`config.mk`:
```
export PLATFORM = sky130hd
export DESIGN_NAME = byte_frame_receiver_parity_check
export DESIGN_NICKNAME = d
export VERILOG_FILES = /design/src/bfr_pkg.sv /design/src/bfr_ram.sv /design/src/bfr_datapath.sv /design/src/bfr_ctrl.sv /design/src/byte_frame_receiver_parity_check.sv
export SDC_FILE = /design/constraint.sdc
export NUM_CORES = 1
export LEC_CHECK = 0
export BUFFER_PORTS_ARGS = -buffer_cell sky130_fd_sc_hd__buf_2
export CAP_MARGIN = 20
export CELL_PAD_IN_SITES_DETAIL_PLACEMENT = 0
export CELL_PAD_IN_SITES_GLOBAL_PLACEMENT = 1
export CORE_MARGIN = 2
export CORE_UTILIZATION = 40
export DETAILED_ROUTE_END_ITERATION = 10
export PLACE_DENSITY = 0.65
export SYNTH_ARGS = -nofsm -noshare
export SYNTH_HDL_FRONTEND = slang
export SYNTH_SLANG_ARGS = --single-unit
```
`constraint.sdc`:
```
create_clock -name clk -period 7.2 [get_ports clk]
set_input_delay 0.72 -clock clk [delete_from_list [all_inputs] [get_ports clk]]
set_output_delay 0.72 -clock clk [all_outputs]
set_load 0.02 [all_outputs]
```
`src/bfr_pkg.sv`:
```
// ---------------------------------------------------------------------------
// bfr_pkg: shared types and constants for the byte frame receiver
// Holds the frame size default, register reset values, status codes, the
// controller state type and the command/flag bundles between the modules.
// ---------------------------------------------------------------------------
package bfr_pkg;

  localparam int unsigned DEF_MAX_FRAME_LEN = 64;
  localparam int unsigned HEADER_MIN        = 5;

  localparam logic [7:0] START_BYTE_RST = 8'd170;
  localparam logic [7:0] END_BYTE_RST   = 8'd85;

  // configuration register indexes
  localparam logic CFG_START_BYTE = 1'b0;
  localparam logic CFG_END_BYTE   = 1'b1;

  typedef enum logic [1:0] {
    ST_BYTE     = 2'd0,
    ST_BAD_SUM  = 2'd1,
    ST_LEN_ERR  = 2'd2,
    ST_OVERFLOW = 2'd3
  } status_t;

  typedef enum logic [1:0] {
    S_HUNT,
    S_FRAME,
    S_READ,
    S_SHOW
  } state_t;

  typedef struct packed {
    logic start;        // open a frame with the current byte
    logic store;        // store the current byte into the frame
    logic rd_first;     // start the readout at byte 1
    logic rd_next;      // advance the readout by one byte
    logic load_byte;    // capture the read byte into the output register
    logic load_status;  // capture an error item into the output register
  } cmd_t;

  typedef struct packed {
    logic start_hit;    // current byte matches the start byte
    logic emit;         // current byte closes a good frame
    logic err;          // current byte ends the frame with an error item
    logic out_last;     // output register holds the final item of a run
  } flags_t;

endpackage

```
`src/bfr_ram.sv`:
```
// ---------------------------------------------------------------------------
// bfr_ram: generic single-write, single-read RAM
// One write port and one read port with a registered read data output.
// ---------------------------------------------------------------------------
module bfr_ram #(
  parameter int unsigned WIDTH = 8,
  parameter int unsigned DEPTH = 64
) (
  input  logic                     clk,
  input  logic                     wr_en,
  input  logic [$clog2(DEPTH)-1:0] waddr,
  input  logic [WIDTH-1:0]         wdata,
  input  logic                     rd_en,
  input  logic [$clog2(DEPTH)-1:0] raddr,
  output logic [WIDTH-1:0]         rdata
);

  logic [WIDTH-1:0] mem [DEPTH];

  always_ff @(posedge clk) begin
    if (wr_en) begin
      mem[waddr] <= wdata;
    end
    if (rd_en) begin
      rdata <= mem[raddr];
    end
  end

endmodule

```
`src/bfr_datapath.sv`:
```
// ---------------------------------------------------------------------------
// bfr_datapath: frame storage, checks and output register
// Stores frame bytes, tracks length and checksum parity, evaluates the
// close conditions for each byte and drives the output item registers.
// ---------------------------------------------------------------------------
module bfr_datapath #(
  parameter int unsigned MAX_FRAME_LEN = bfr_pkg::DEF_MAX_FRAME_LEN
) (
  input  logic              clk,
  input  logic              rst,
  input  logic              cfg_wr_en,
  input  logic              cfg_index,
  input  logic [7:0]        cfg_data,
  input  logic [7:0]        rx_byte,
  input  bfr_pkg::cmd_t     cmd,
  output bfr_pkg::flags_t   flags,
  output logic [7:0]        out_byte,
  output logic [1:0]        status,
  output logic              last
);

  localparam int unsigned AW = $clog2(MAX_FRAME_LEN);
  localparam int unsigned CW = $clog2(MAX_FRAME_LEN + 1);
  localparam int unsigned TW = (CW > 9) ? CW : 9;

  logic [7:0]    start_byte;
  logic [7:0]    end_byte;
  logic [CW-1:0] count;
  logic [7:0]    len;
  logic          parity;
  logic [7:0]    b1;       // most recently stored byte
  logic          b2_lsb;   // bit 0 of the byte before it
  logic [AW-1:0] idx;
  logic [AW-1:0] last_idx;

  logic [CW-1:0] cnt_inc;
  logic [CW-1:0] cnt_m2;
  logic [TW-1:0] total;
  logic [TW-1:0] cnt_ext;
  logic          parity_new;
  logic          hdr;
  logic          sum_ok;
  logic          len_eq;
  logic          len_gt;
  logic          ovf;
  bfr_pkg::status_t err_code;

  logic          rd_en;
  logic [AW-1:0] raddr;
  logic [AW-1:0] waddr;
  logic [7:0]    rdata;

  always_comb begin
    cnt_inc    = count + CW'(1);
    cnt_m2     = count - CW'(2);
    cnt_ext    = TW'(cnt_inc);
    total      = TW'(len) + TW'(bfr_pkg::HEADER_MIN);
    parity_new = parity ^ ((count >= CW'(bfr_pkg::HEADER_MIN)) & b2_lsb);
    hdr        = (cnt_inc >= CW'(bfr_pkg::HEADER_MIN)) && (rx_byte == end_byte);
    len_eq     = hdr && (cnt_ext == total);
    len_gt     = hdr && (cnt_ext > total);
    sum_ok     = (b1 == {7'd0, parity_new});
    ovf        = !len_eq && !len_gt && (cnt_inc == CW'(MAX_FRAME_LEN));
    priority if (len_eq) begin
      err_code = bfr_pkg::ST_BAD_SUM;
    end else if (len_gt) begin
      err_code = bfr_pkg::ST_LEN_ERR;
    end else begin
      err_code = bfr_pkg::ST_OVERFLOW;
    end
    flags.start_hit = (rx_byte == start_byte);
    flags.emit      = len_eq && sum_ok;
    flags.err       = (len_eq && !sum_ok) || len_gt || ovf;
    flags.out_last  = last;
  end

  always_ff @(posedge clk) begin
    if (rst) begin
      start_byte <= bfr_pkg::START_BYTE_RST;
      end_byte   <= bfr_pkg::END_BYTE_RST;
    end else if (cfg_wr_en) begin
      unique case (cfg_index)
        bfr_pkg::CFG_START_BYTE: start_byte <= cfg_data;
        bfr_pkg::CFG_END_BYTE:   end_byte   <= cfg_data;
        default: ;
      endcase
    end
  end

  always_ff @(posedge clk) begin
    if (rst) begin
      count  <= '0;
      len    <= '0;
      parity <= 1'b0;
    end else if (cmd.start) begin
      count  <= CW'(1);
      len    <= '0;
      parity <= 1'b0;
    end else if (cmd.store) begin
      count  <= cnt_inc;
      parity <= parity_new;
      if (count == CW'(2)) begin
        len <= rx_byte;
      end
    end
  end

  always_ff @(posedge clk) begin
    if (cmd.start) begin
      b1 <= rx_byte;
    end else if (cmd.store) begin
      b1       <= rx_byte;
      b2_lsb   <= b1[0];
      last_idx <= cnt_m2[AW-1:0];
    end
    if (cmd.rd_first || cmd.rd_next) begin
      idx <= raddr;
    end
    if (cmd.load_byte) begin
      out_byte <= rdata;
      status   <= bfr_pkg::ST_BYTE;
      last     <= (idx == last_idx);
    end else if (cmd.load_status) begin
      out_byte <= 8'd0;
      status   <= err_code;
      last     <= 1'b1;
    end
  end

  assign rd_en = cmd.rd_first || cmd.rd_next;
  assign raddr = cmd.rd_first ? AW'(1) : idx + AW'(1);
  // the start byte always lands at entry 0
  assign waddr = cmd.start ? AW'(0) : count[AW-1:0];

  bfr_ram #(
    .WIDTH (8),
    .DEPTH (MAX_FRAME_LEN)
  ) u_ram (
    .clk   (clk),
    .wr_en (cmd.start || cmd.store),
    .waddr (waddr),
    .wdata (rx_byte),
    .rd_en (rd_en),
    .raddr (raddr),
    .rdata (rdata)
  );

endmodule

```
`src/bfr_ctrl.sv`:
```
// ---------------------------------------------------------------------------
// bfr_ctrl: frame receiver controller
// Sequences hunting, collecting, readout and output handshakes.
// ---------------------------------------------------------------------------
module bfr_ctrl (
  input  logic             clk,
  input  logic             rst,
  input  logic             in_valid,
  output logic             in_ready,
  output logic             out_valid,
  input  logic             out_ready,
  input  bfr_pkg::flags_t  flags,
  output bfr_pkg::cmd_t    cmd
);

  bfr_pkg::state_t state;
  bfr_pkg::state_t state_next;
  logic            acc;

  always_ff @(posedge clk) begin
    if (rst) begin
      state <= bfr_pkg::S_HUNT;
    end else begin
      state <= state_next;
    end
  end

  always_comb begin
    state_next = state;
    cmd        = '0;
    in_ready   = (state == bfr_pkg::S_HUNT) || (state == bfr_pkg::S_FRAME);
    out_valid  = (state == bfr_pkg::S_SHOW);
    acc        = in_valid && in_ready;
    unique case (state)
      bfr_pkg::S_HUNT: begin
        if (acc && flags.start_hit) begin
          cmd.start  = 1'b1;
          state_next = bfr_pkg::S_FRAME;
        end
      end
      bfr_pkg::S_FRAME: begin
        if (acc) begin
          cmd.store = 1'b1;
          priority if (flags.emit) begin
            cmd.rd_first = 1'b1;
            state_next   = bfr_pkg::S_READ;
          end else if (flags.err) begin
            cmd.load_status = 1'b1;
            state_next      = bfr_pkg::S_SHOW;
          end else begin
            state_next = bfr_pkg::S_FRAME;
          end
        end
      end
      bfr_pkg::S_READ: begin
        cmd.load_byte = 1'b1;
        state_next    = bfr_pkg::S_SHOW;
      end
      bfr_pkg::S_SHOW: begin
        if (out_ready) begin
          if (flags.out_last) begin
            state_next = bfr_pkg::S_HUNT;
          end else begin
            cmd.rd_next = 1'b1;
            state_next  = bfr_pkg::S_READ;
          end
        end
      end
      default: state_next = bfr_pkg::S_HUNT;
    endcase
  end

endmodule

```
`src/byte_frame_receiver_parity_check.sv`:
```
// ---------------------------------------------------------------------------
// byte_frame_receiver_parity_check: delimited byte frame receiver
// Hunts for the start byte, stores the frame, checks length and parity
// checksum on the end byte and replays the frame body or one status item.
// ---------------------------------------------------------------------------
//
//   channel   handshake               payload
//   --------  ----------------------  ------------------------------------
//   input     in_valid / in_ready     rx_byte[7:0]
//   output    out_valid / out_ready   out_byte[7:0], status[1:0], last
//   config    cfg_wr_en (no wait)     cfg_index, cfg_data[7:0]
//
// Readout: a good frame replays its body byte by byte, each byte going through
// a RAM read and then the output register, and waits while the output side
// stalls; an error item is shown in the cycle after the byte that closes it.
// Reset: returns to hunting for the start byte and restores the register
// defaults; the frame store needs no clearing since every replayed entry was
// written in the same frame.
// Stalls: input is held off while an item sits in the output register.
// ---------------------------------------------------------------------------
module byte_frame_receiver_parity_check #(
  parameter int unsigned MAX_FRAME_LEN = bfr_pkg::DEF_MAX_FRAME_LEN
) (
  input  logic       clk,
  input  logic       rst,
  // configuration write port
  input  logic       cfg_wr_en,
  input  logic       cfg_index,
  input  logic [7:0] cfg_data,
  // received byte request
  input  logic       in_valid,
  output logic       in_ready,
  input  logic [7:0] rx_byte,
  // result request
  output logic       out_valid,
  input  logic       out_ready,
  output logic [7:0] out_byte,
  output logic [1:0] status,
  output logic       last
);

  // command and status bundles between controller and datapath
  bfr_pkg::cmd_t   cmd;
  bfr_pkg::flags_t flags;

  // controller: owns both handshakes and sequences the readout
  bfr_ctrl u_ctrl (
    .clk       (clk),
    .rst       (rst),
    .in_valid  (in_valid),
    .in_ready  (in_ready),
    .out_valid (out_valid),
    .out_ready (out_ready),
    .flags     (flags),
    .cmd       (cmd)
  );

  // datapath: frame store, length/parity checks, output item register
  bfr_datapath #(
    .MAX_FRAME_LEN (MAX_FRAME_LEN)
  ) u_dp (
    .clk       (clk),
    .rst       (rst),
    .cfg_wr_en (cfg_wr_en),
    .cfg_index (cfg_index),
    .cfg_data  (cfg_data),
    .rx_byte   (rx_byte),
    .cmd       (cmd),
    .flags     (flags),
    .out_byte  (out_byte),
    .status    (status),
    .last      (last)
  );

endmodule

```
# Word level (Yosys, flattened, before mapping)
# Memory sizes are Yosys's and may differ from the RTL's. A register that Yosys moved wholly into a read port is not among the register bits.
# Index checks and enable logic that the tools add are counted.
# word_totals
elab_cells	99
out_inout_bits	13
input_bits	22
mem_count	1
mem_bits_rw	512
reg_bits	66
# op_classes
bitwise	4
muxes	34
n_reduce_logical	26
eq_ne	13
n_lt_le_gt_ge	3
n_addsub	4
# memory_table
memory	words	width	rd	rd_ports_with_merged_regs	wr	line	text
u_dp.u_ram.mem	64	8	1	1	1	bfr_ram.sv:18	logic [WIDTH-1:0] mem [DEPTH];
# ops
op	count
8-bit two-way mux	4
1-bit two-way mux	18
2-bit two-way mux	9
8-bit equality test	2
7-bit by 3-bit >= comparator with 1-bit output, second input constant	2
6-bit two-way mux	2
8-bit by 3-bit adder with 9-bit output, second input constant	1
7-bit by 9-bit equality test with 1-bit output	1
7-bit by 9-bit greater-than comparator with 1-bit output	1
1-bit logical AND	9
8-bit by 1-bit equality test with 1-bit output	1
2-bit one-hot mux with 4 select lines	1
2-bit AND reduction	4
7-bit by 1-bit adder with 7-bit output, second input constant	1
7-bit by 2-bit equality test with 1-bit output, second input constant	1
7-bit equality test, second input constant	1
6-bit by 1-bit adder with 6-bit output, second input constant	1
6-bit equality test	1
6-bit by 2-bit subtractor with 6-bit output, second input constant	1
1-bit logical OR	5
2-bit equality test, second input constant	2
2-bit by 1-bit inequality test with 1-bit output, second input constant	2
2-bit nonzero test	2
1-bit logical NOT	3
other kinds (8)	9

# Logic depth before layout (Yosys ltp)
# logic_depth
depth_word	14
depth_mapped	16
mapped_depth_nobuf	14

# Hierarchy
# A second synthesis with hierarchy kept.
# hier_totals
cells_unflattened	1287
area_unflattened_um2	23709.0
# modules_own_cells
module	instances	seq_area_each_um2	area_each_um2	cells_each
bfr_ram	1	15615.0	20246.9	940
bfr_datapath	1	1581.5	3311.9	329
bfr_ctrl	1	40.0	150.1	18

# Least setup slack after synthesis
# Ideal clock, no wire load.
# synth_timing
kind	register to register
startpoint	register u_dp.count[1]
endpoint	register u_dp.last, enable pin
required_time_ns	6.825
n_path_buf	1
setup_time_ns	0.375
t_arrival_ns	3.073
synth_period_minus_slack_ns	3.448
setup_slack_ns	3.752
path_stages_with_launch	12
path_cell_list	dfxtp_1 -> clkbuf_1 -> inv_1 -> ha_1 -> ha_1 -> nand3_1 -> nor3_1 -> nor4b_4 -> nand2_1 -> and3_1 -> o31ai_1 -> o21ai_0
# synth_via
elab_chain_cells	13
word_cells_on_any_way	26
cone_classes	add/sub (1); order compare (3); eq/ne (3); mux (4); bitwise (2); reduce/logical (13)
# synth_lines
item	line	text
start: declaration	bfr_datapath.sv:28	logic [CW-1:0] count;
start signal: assignment	bfr_datapath.sv:100	count <= cnt_inc;
7-bit by 1-bit adder with 7-bit output *	bfr_datapath.sv:54	cnt_inc = count + CW'(1);
net u_dp.cnt_inc[1]	bfr_datapath.sv:36	logic [CW-1:0] cnt_inc;
7-bit by 3-bit >= comparator with 1-bit output	bfr_datapath.sv:59	hdr = (cnt_inc >= CW'(bfr_pkg::HEADER_MIN)) && (rx_byte == end_byte);
1-bit logical AND	bfr_datapath.sv:59	
1-bit logical AND (on tied branches)	bfr_datapath.sv:60, bfr_datapath.sv:61	
1-bit logical NOT	bfr_datapath.sv:63	ovf = !len_eq && !len_gt && (cnt_inc == CW'(MAX_FRAME_LEN));
1-bit logical AND (2 in a row)	bfr_datapath.sv:63	
1-bit logical OR	bfr_datapath.sv:73	flags.err = (len_eq && !sum_ok) || len_gt || ovf;
1-bit two-way mux	bfr_ctrl.sv:47	end else if (flags.err) begin
1-bit two-way mux *	bfr_ctrl.sv:44	priority if (flags.emit) begin
1-bit two-way mux *	bfr_ctrl.sv:42	if (acc) begin
1-bit two-way mux *	bfr_ctrl.sv:34	unique case (state)
2-bit nonzero test (no line) *	n/a	
end signal: assignment	bfr_datapath.sv:122	last <= (idx == last_idx);
end: declaration	bfr_datapath.sv:19	output logic last
# The timed path passes the listed nets; every way through them passes the cells marked *.
# A chain may end at the register's enable or synchronous reset.

# Final worst setup path
# layout_timing
startpoint	register u_dp.count[2]
endpoint	register u_dp.u_ram.rdata[6], read port of u_dp.u_ram.mem, data pin
# layout_via
elab_chain_cells	9
word_cells_on_any_way	15
cone_classes	add/sub (1); order compare (2); eq/ne (2); mux (4); bitwise (2); reduce/logical (4)
# layout_lines
item	line	text
7-bit by 1-bit adder with 7-bit output *	bfr_datapath.sv:54	
net u_dp.cnt_inc[5]	bfr_datapath.sv:36	
7-bit by 3-bit >= comparator with 1-bit output	bfr_datapath.sv:59	
1-bit logical AND	bfr_datapath.sv:59	
1-bit logical AND *	bfr_datapath.sv:60	len_eq = hdr && (cnt_ext == total);
1-bit logical AND *	bfr_datapath.sv:72	flags.emit = len_eq && sum_ok;
1-bit two-way mux *	bfr_ctrl.sv:44	
2-bit two-way mux *	bfr_ctrl.sv:42	
2-bit two-way mux *	bfr_ctrl.sv:34	
6-bit two-way mux or 1-bit logical OR (tied branches)	bfr_datapath.sv:131, bfr_datapath.sv:130	
end: declaration	bfr_ram.sv:15	output logic [WIDTH-1:0] rdata
# Marks and branches as above.

==> results.md <==
* Status: completed
* Post-route cell area at 27460 µm²
* Reg power frac at 53.0%
* Fillers at 5251
* Post-synth top area cell: edfxtp_1
* Detail Route Antenna Nets at 0
* Post-Syn Nets at 1673
* Placer Congestion at 0.8617
* Die area at 63070 µm²
* DR iter-0 viols at 1149
* CP max stage delay at 740 ps
* Post-synth EDFFs at 550
* CP Launch Type: flip-flop
* Hold_sp: cfg_data[5]
* Slowest-stage cell, CP: dfxtp_1
* P_int at 5.647 mW
* Fin crit period at 4887 ps
* Combinational power share at 1.4%
* #FFs+latches synth at 586
* Crit Path Category: flip-flop to flip-flop
* Top-area cell type share of the netlist area at 67.60%
* Clock power share at 45.6%
* Post-CTS setup buffers at 0
* Layout Nets at 1696
* First-pass GRT wire length at 93250 µm
* Routed vias at 14160
* # setup viols final at 0
* Worst Path Max Fanout at 63
* Sw Pwr at 1.380 mW
* P_leak at 8.577 nW
* # resized after CTS at 0
* Area grow syn2layout at 12.38%
* Netlist cell types at 79
* Mapped Area at 24430 µm²
* Fraction of registers with async set/reset at 0%
* Drt pass-1 iters at 7
* Fin. Hold Viols at 0
* R2R depth at 14
* DRC at 0
* CP startpoint: u_dp.count[2]$_SDFFE_PP0P_
* Via density at 5.684
* Synth Area per Inst at 14.93 µm²
* Vias in the first global route at 13810
* Placed Instance Area at 25420 µm²
* Share of cells above drive strength 1 at 14.46%
* Worst min path class: primary input to flip-flop
* Aggregate routed wire length at 62560 µm
* Pins Over Slew Limit at 0
* # hold bufs at CTS at 0
* Effective utilization at floorplan at 40.48%
* Sw Share at 19.64%
* Worst-Skew Late Latency at 620 ps
* Crit-path cells: ha_1 -> nand2_1 -> nor2_1 -> xor2_1 -> ha_1 -> and3_1 -> nand3_1 -> nor3_1 -> nor4b_4 -> nand3_4 -> nand3_1 -> a21oi_1 -> a221o_1 -> a211oi_2
* Final period util at 67.87%
* Crit path arrival time at 5350 ps
* H-tree levels at 2
* Die W at 251.1 µm
* Post-route setup TNS at 0 ps
* Worst-Margin Slew at 1027 ps
* VDD IR max at 0.0002065 V
* Port buffer count at 34
* Die height at 251.1 µm
* Clock skew at 17.43 ps
* Yosys warns at 0
* Std cell rows at 90
* Top post-synthesis cells by area: edfxtp_1 (68%), mux4_2 (4.9%), dfxtp_1 (2.9%)
* Top cells by count, synth: edfxtp_1 (550), nor2_1 (140), nand2_1 (139), o21ai_0 (63), clkbuf_1 (55)
* Max-cap violations at 0
* Core area at 60360 µm²
* Slew HR at 31.05%
* Post-Synthesis Cells at 1636
* Hold Crit Depth at 2
* Dominant synthesized flop cell: edfxtp_1
* Most common cell in the netlist: edfxtp_1
* Crit Reg-Reg Endpoint: u_dp.u_ram.rdata[6]$_DFFE_PP_
* Initial antenna violation count at 0
* Routed len/inst at 25.11 µm
* Unrepaired setup endpoints after global routing: false
* Clock tree sinks at 586
* Worst Hold Path EP: u_dp.start_byte[5]$_SDFFE_PP1P_
* Seq/Total Area, Yosys at 70.55%
* Worst EP required at 7660 ps
* GRT Overall Usage at 19.95%
* R2R setup slack at 2310 ps
* Clk slew on worst S/H paths at 70 ps
* Congestion Overflow GR at 0
* CTS Buf Count at 58
* Clk Tree Root Cell: clkbuf_16
* Largest net degree at the start of global routing at 117
* Ports at 35
* Final HPWL DP at 39800 µm
* Clock Path Buffers at 3
* Pwr/cell area at 255.9 nW/µm²
* Max Clk Rate at 0.2046 GHz
* CTS tree: yes
* CP endpoint kind: flip-flop
* Worst r2r src: u_dp.count[2]$_SDFFE_PP0P_
==> cells in the final DEF (no fill, tap or decap), types with 6 or more instances in the layout <==
cell / n
a211o_1: 16
a21o_1: 8
a21oi_1: 32
a221oi_1: 9
a22oi_1: 13
a31oi_1: 23
and2_1: 16
and3_1: 20
buf_2: 35
buf_4: 24
bufinv_16: 10
clkbuf_1: 6
clkbuf_16: 59
clkinv_1: 11
clkinv_2: 12
dfxtp_1: 36
edfxtp_1: 550
ha_1: 14
inv_1: 16
mux2_2: 10
mux2i_1: 52
mux4_2: 53
nand2_1: 139
nand3_1: 45
nand4_1: 13
nor2_1: 140
nor2b_1: 21
nor3_1: 27
nor3b_1: 9
o2111ai_1: 8
o211ai_1: 36
o21ai_0: 63
o221ai_1: 17
o22ai_1: 9
o311a_1: 6
or3_1: 10
xnor2_1: 32
xor2_1: 16
==> stage by stage <==
step                setup slack (ps)  total power [mW]  cells  utilization [%]  hold WS, ps
floorplan                       3752             3.821   1636                -        448.7
global placement                2476             3.895   2379            42.11        459.6
detailed placement              2380             3.898   2379            42.11        466.1
CTS                             2377             7.085   2488            45.46        310.6
global route                    1906             7.210   2490            45.49        330.0
finish                          2313             7.027   2491            45.49        336.3
==> critical path, delay by kind of cell (launching register included) <==
kind / cells / cell delay [ps]
AND/OR/NAND/NOR: 8 / 2540
adder cells (fa/ha/maj): 2 / 610
flip-flops: 1 / 740
AO/OA/AOI/OAI: 3 / 720
XOR/XNOR: 1 / 80
==> routing by layer <==
metal  vias up  global-route usage [%]  wire, µm
li1       6389                       -         -
met2       422                   32.14     29610
met3        81                   2.671      3353
met1      7267                   28.49     28200
met4         0                   5.646      1395
met5         -                       0         0
==> state kept, by name, summed over array words and instances, names as in the netlist <==
signal	flops
u_ctrl.state	2
u_dp.b1	8
u_dp.b2_lsb	1
u_dp.count	7
u_dp.end_byte	8
u_dp.idx	6
u_dp.last	1
u_dp.last_idx	6
u_dp.len	8
u_dp.out_byte	8
u_dp.parity	1
u_dp.start_byte	8
u_dp.status	2
u_dp.u_ram.mem	512
u_dp.u_ram.rdata	8
==> power by group through the flow <==
stage / Combinational (mW) / Sequential (mW) / Clock (mW)
6_report: 0.0952 / 3.73 / 3.21
5_1_grt: 0.105 / 3.73 / 3.38
4_1_cts: 0.0987 / 3.73 / 3.26
3_5_place_dp: 0.0986 / 3.80 / 0
3_3_place_gp: 0.0957 / 3.80 / 0
2_1_floorplan: 0.0221 / 3.80 / 0
==> kinds of logic after synthesis <==
kind of cell / Yosys count / synth area share, %
xor+xnor: 51 / 1.859
simple gates: 477 / 9.495
fa+ha+maj: 15 / 0.7682
compound gates: 277 / 7.836
buf+inv: 115 / 2.013
mux: 115 / 7.477
flops: 586 / 70.55
==> how the worst max path moves through the flow <==
| stage | to | slack, ps | cells past startpoint |
|---|---|---|---|
| detailed placement | u_dp.u_ram.rdata[6]$_DFFE_PP_ | 2380 | 14 |
| global placement | u_dp.u_ram.rdata[6]$_DFFE_PP_ | 2480 | 14 |
| floorplan | u_dp.last$_SDFFCE_PN1P_ | 3750 | 11 |
| CTS | u_dp.u_ram.rdata[6]$_DFFE_PP_ | 2380 | 14 |
| finish | u_dp.u_ram.rdata[6]$_DFFE_PP_ | 2310 | 14 |
| global route | u_dp.u_ram.rdata[6]$_DFFE_PP_ | 1910 | 14 |
==> area by class of cell <==
type	count	area, µm²	share of cell area (%)
flip-flops and latches	586	17240	62.78
repair buffers	61	395.4	1.440
well taps	782	978.4	3.564
clock buffers	70	1568	5.710
inverters	17	63.81	0.2324
diodes	1	2.502	0.009114
multi-input cells	935	6758	24.61
clock inverters	39	454.2	1.654
(Power assumes the default switching activity.)
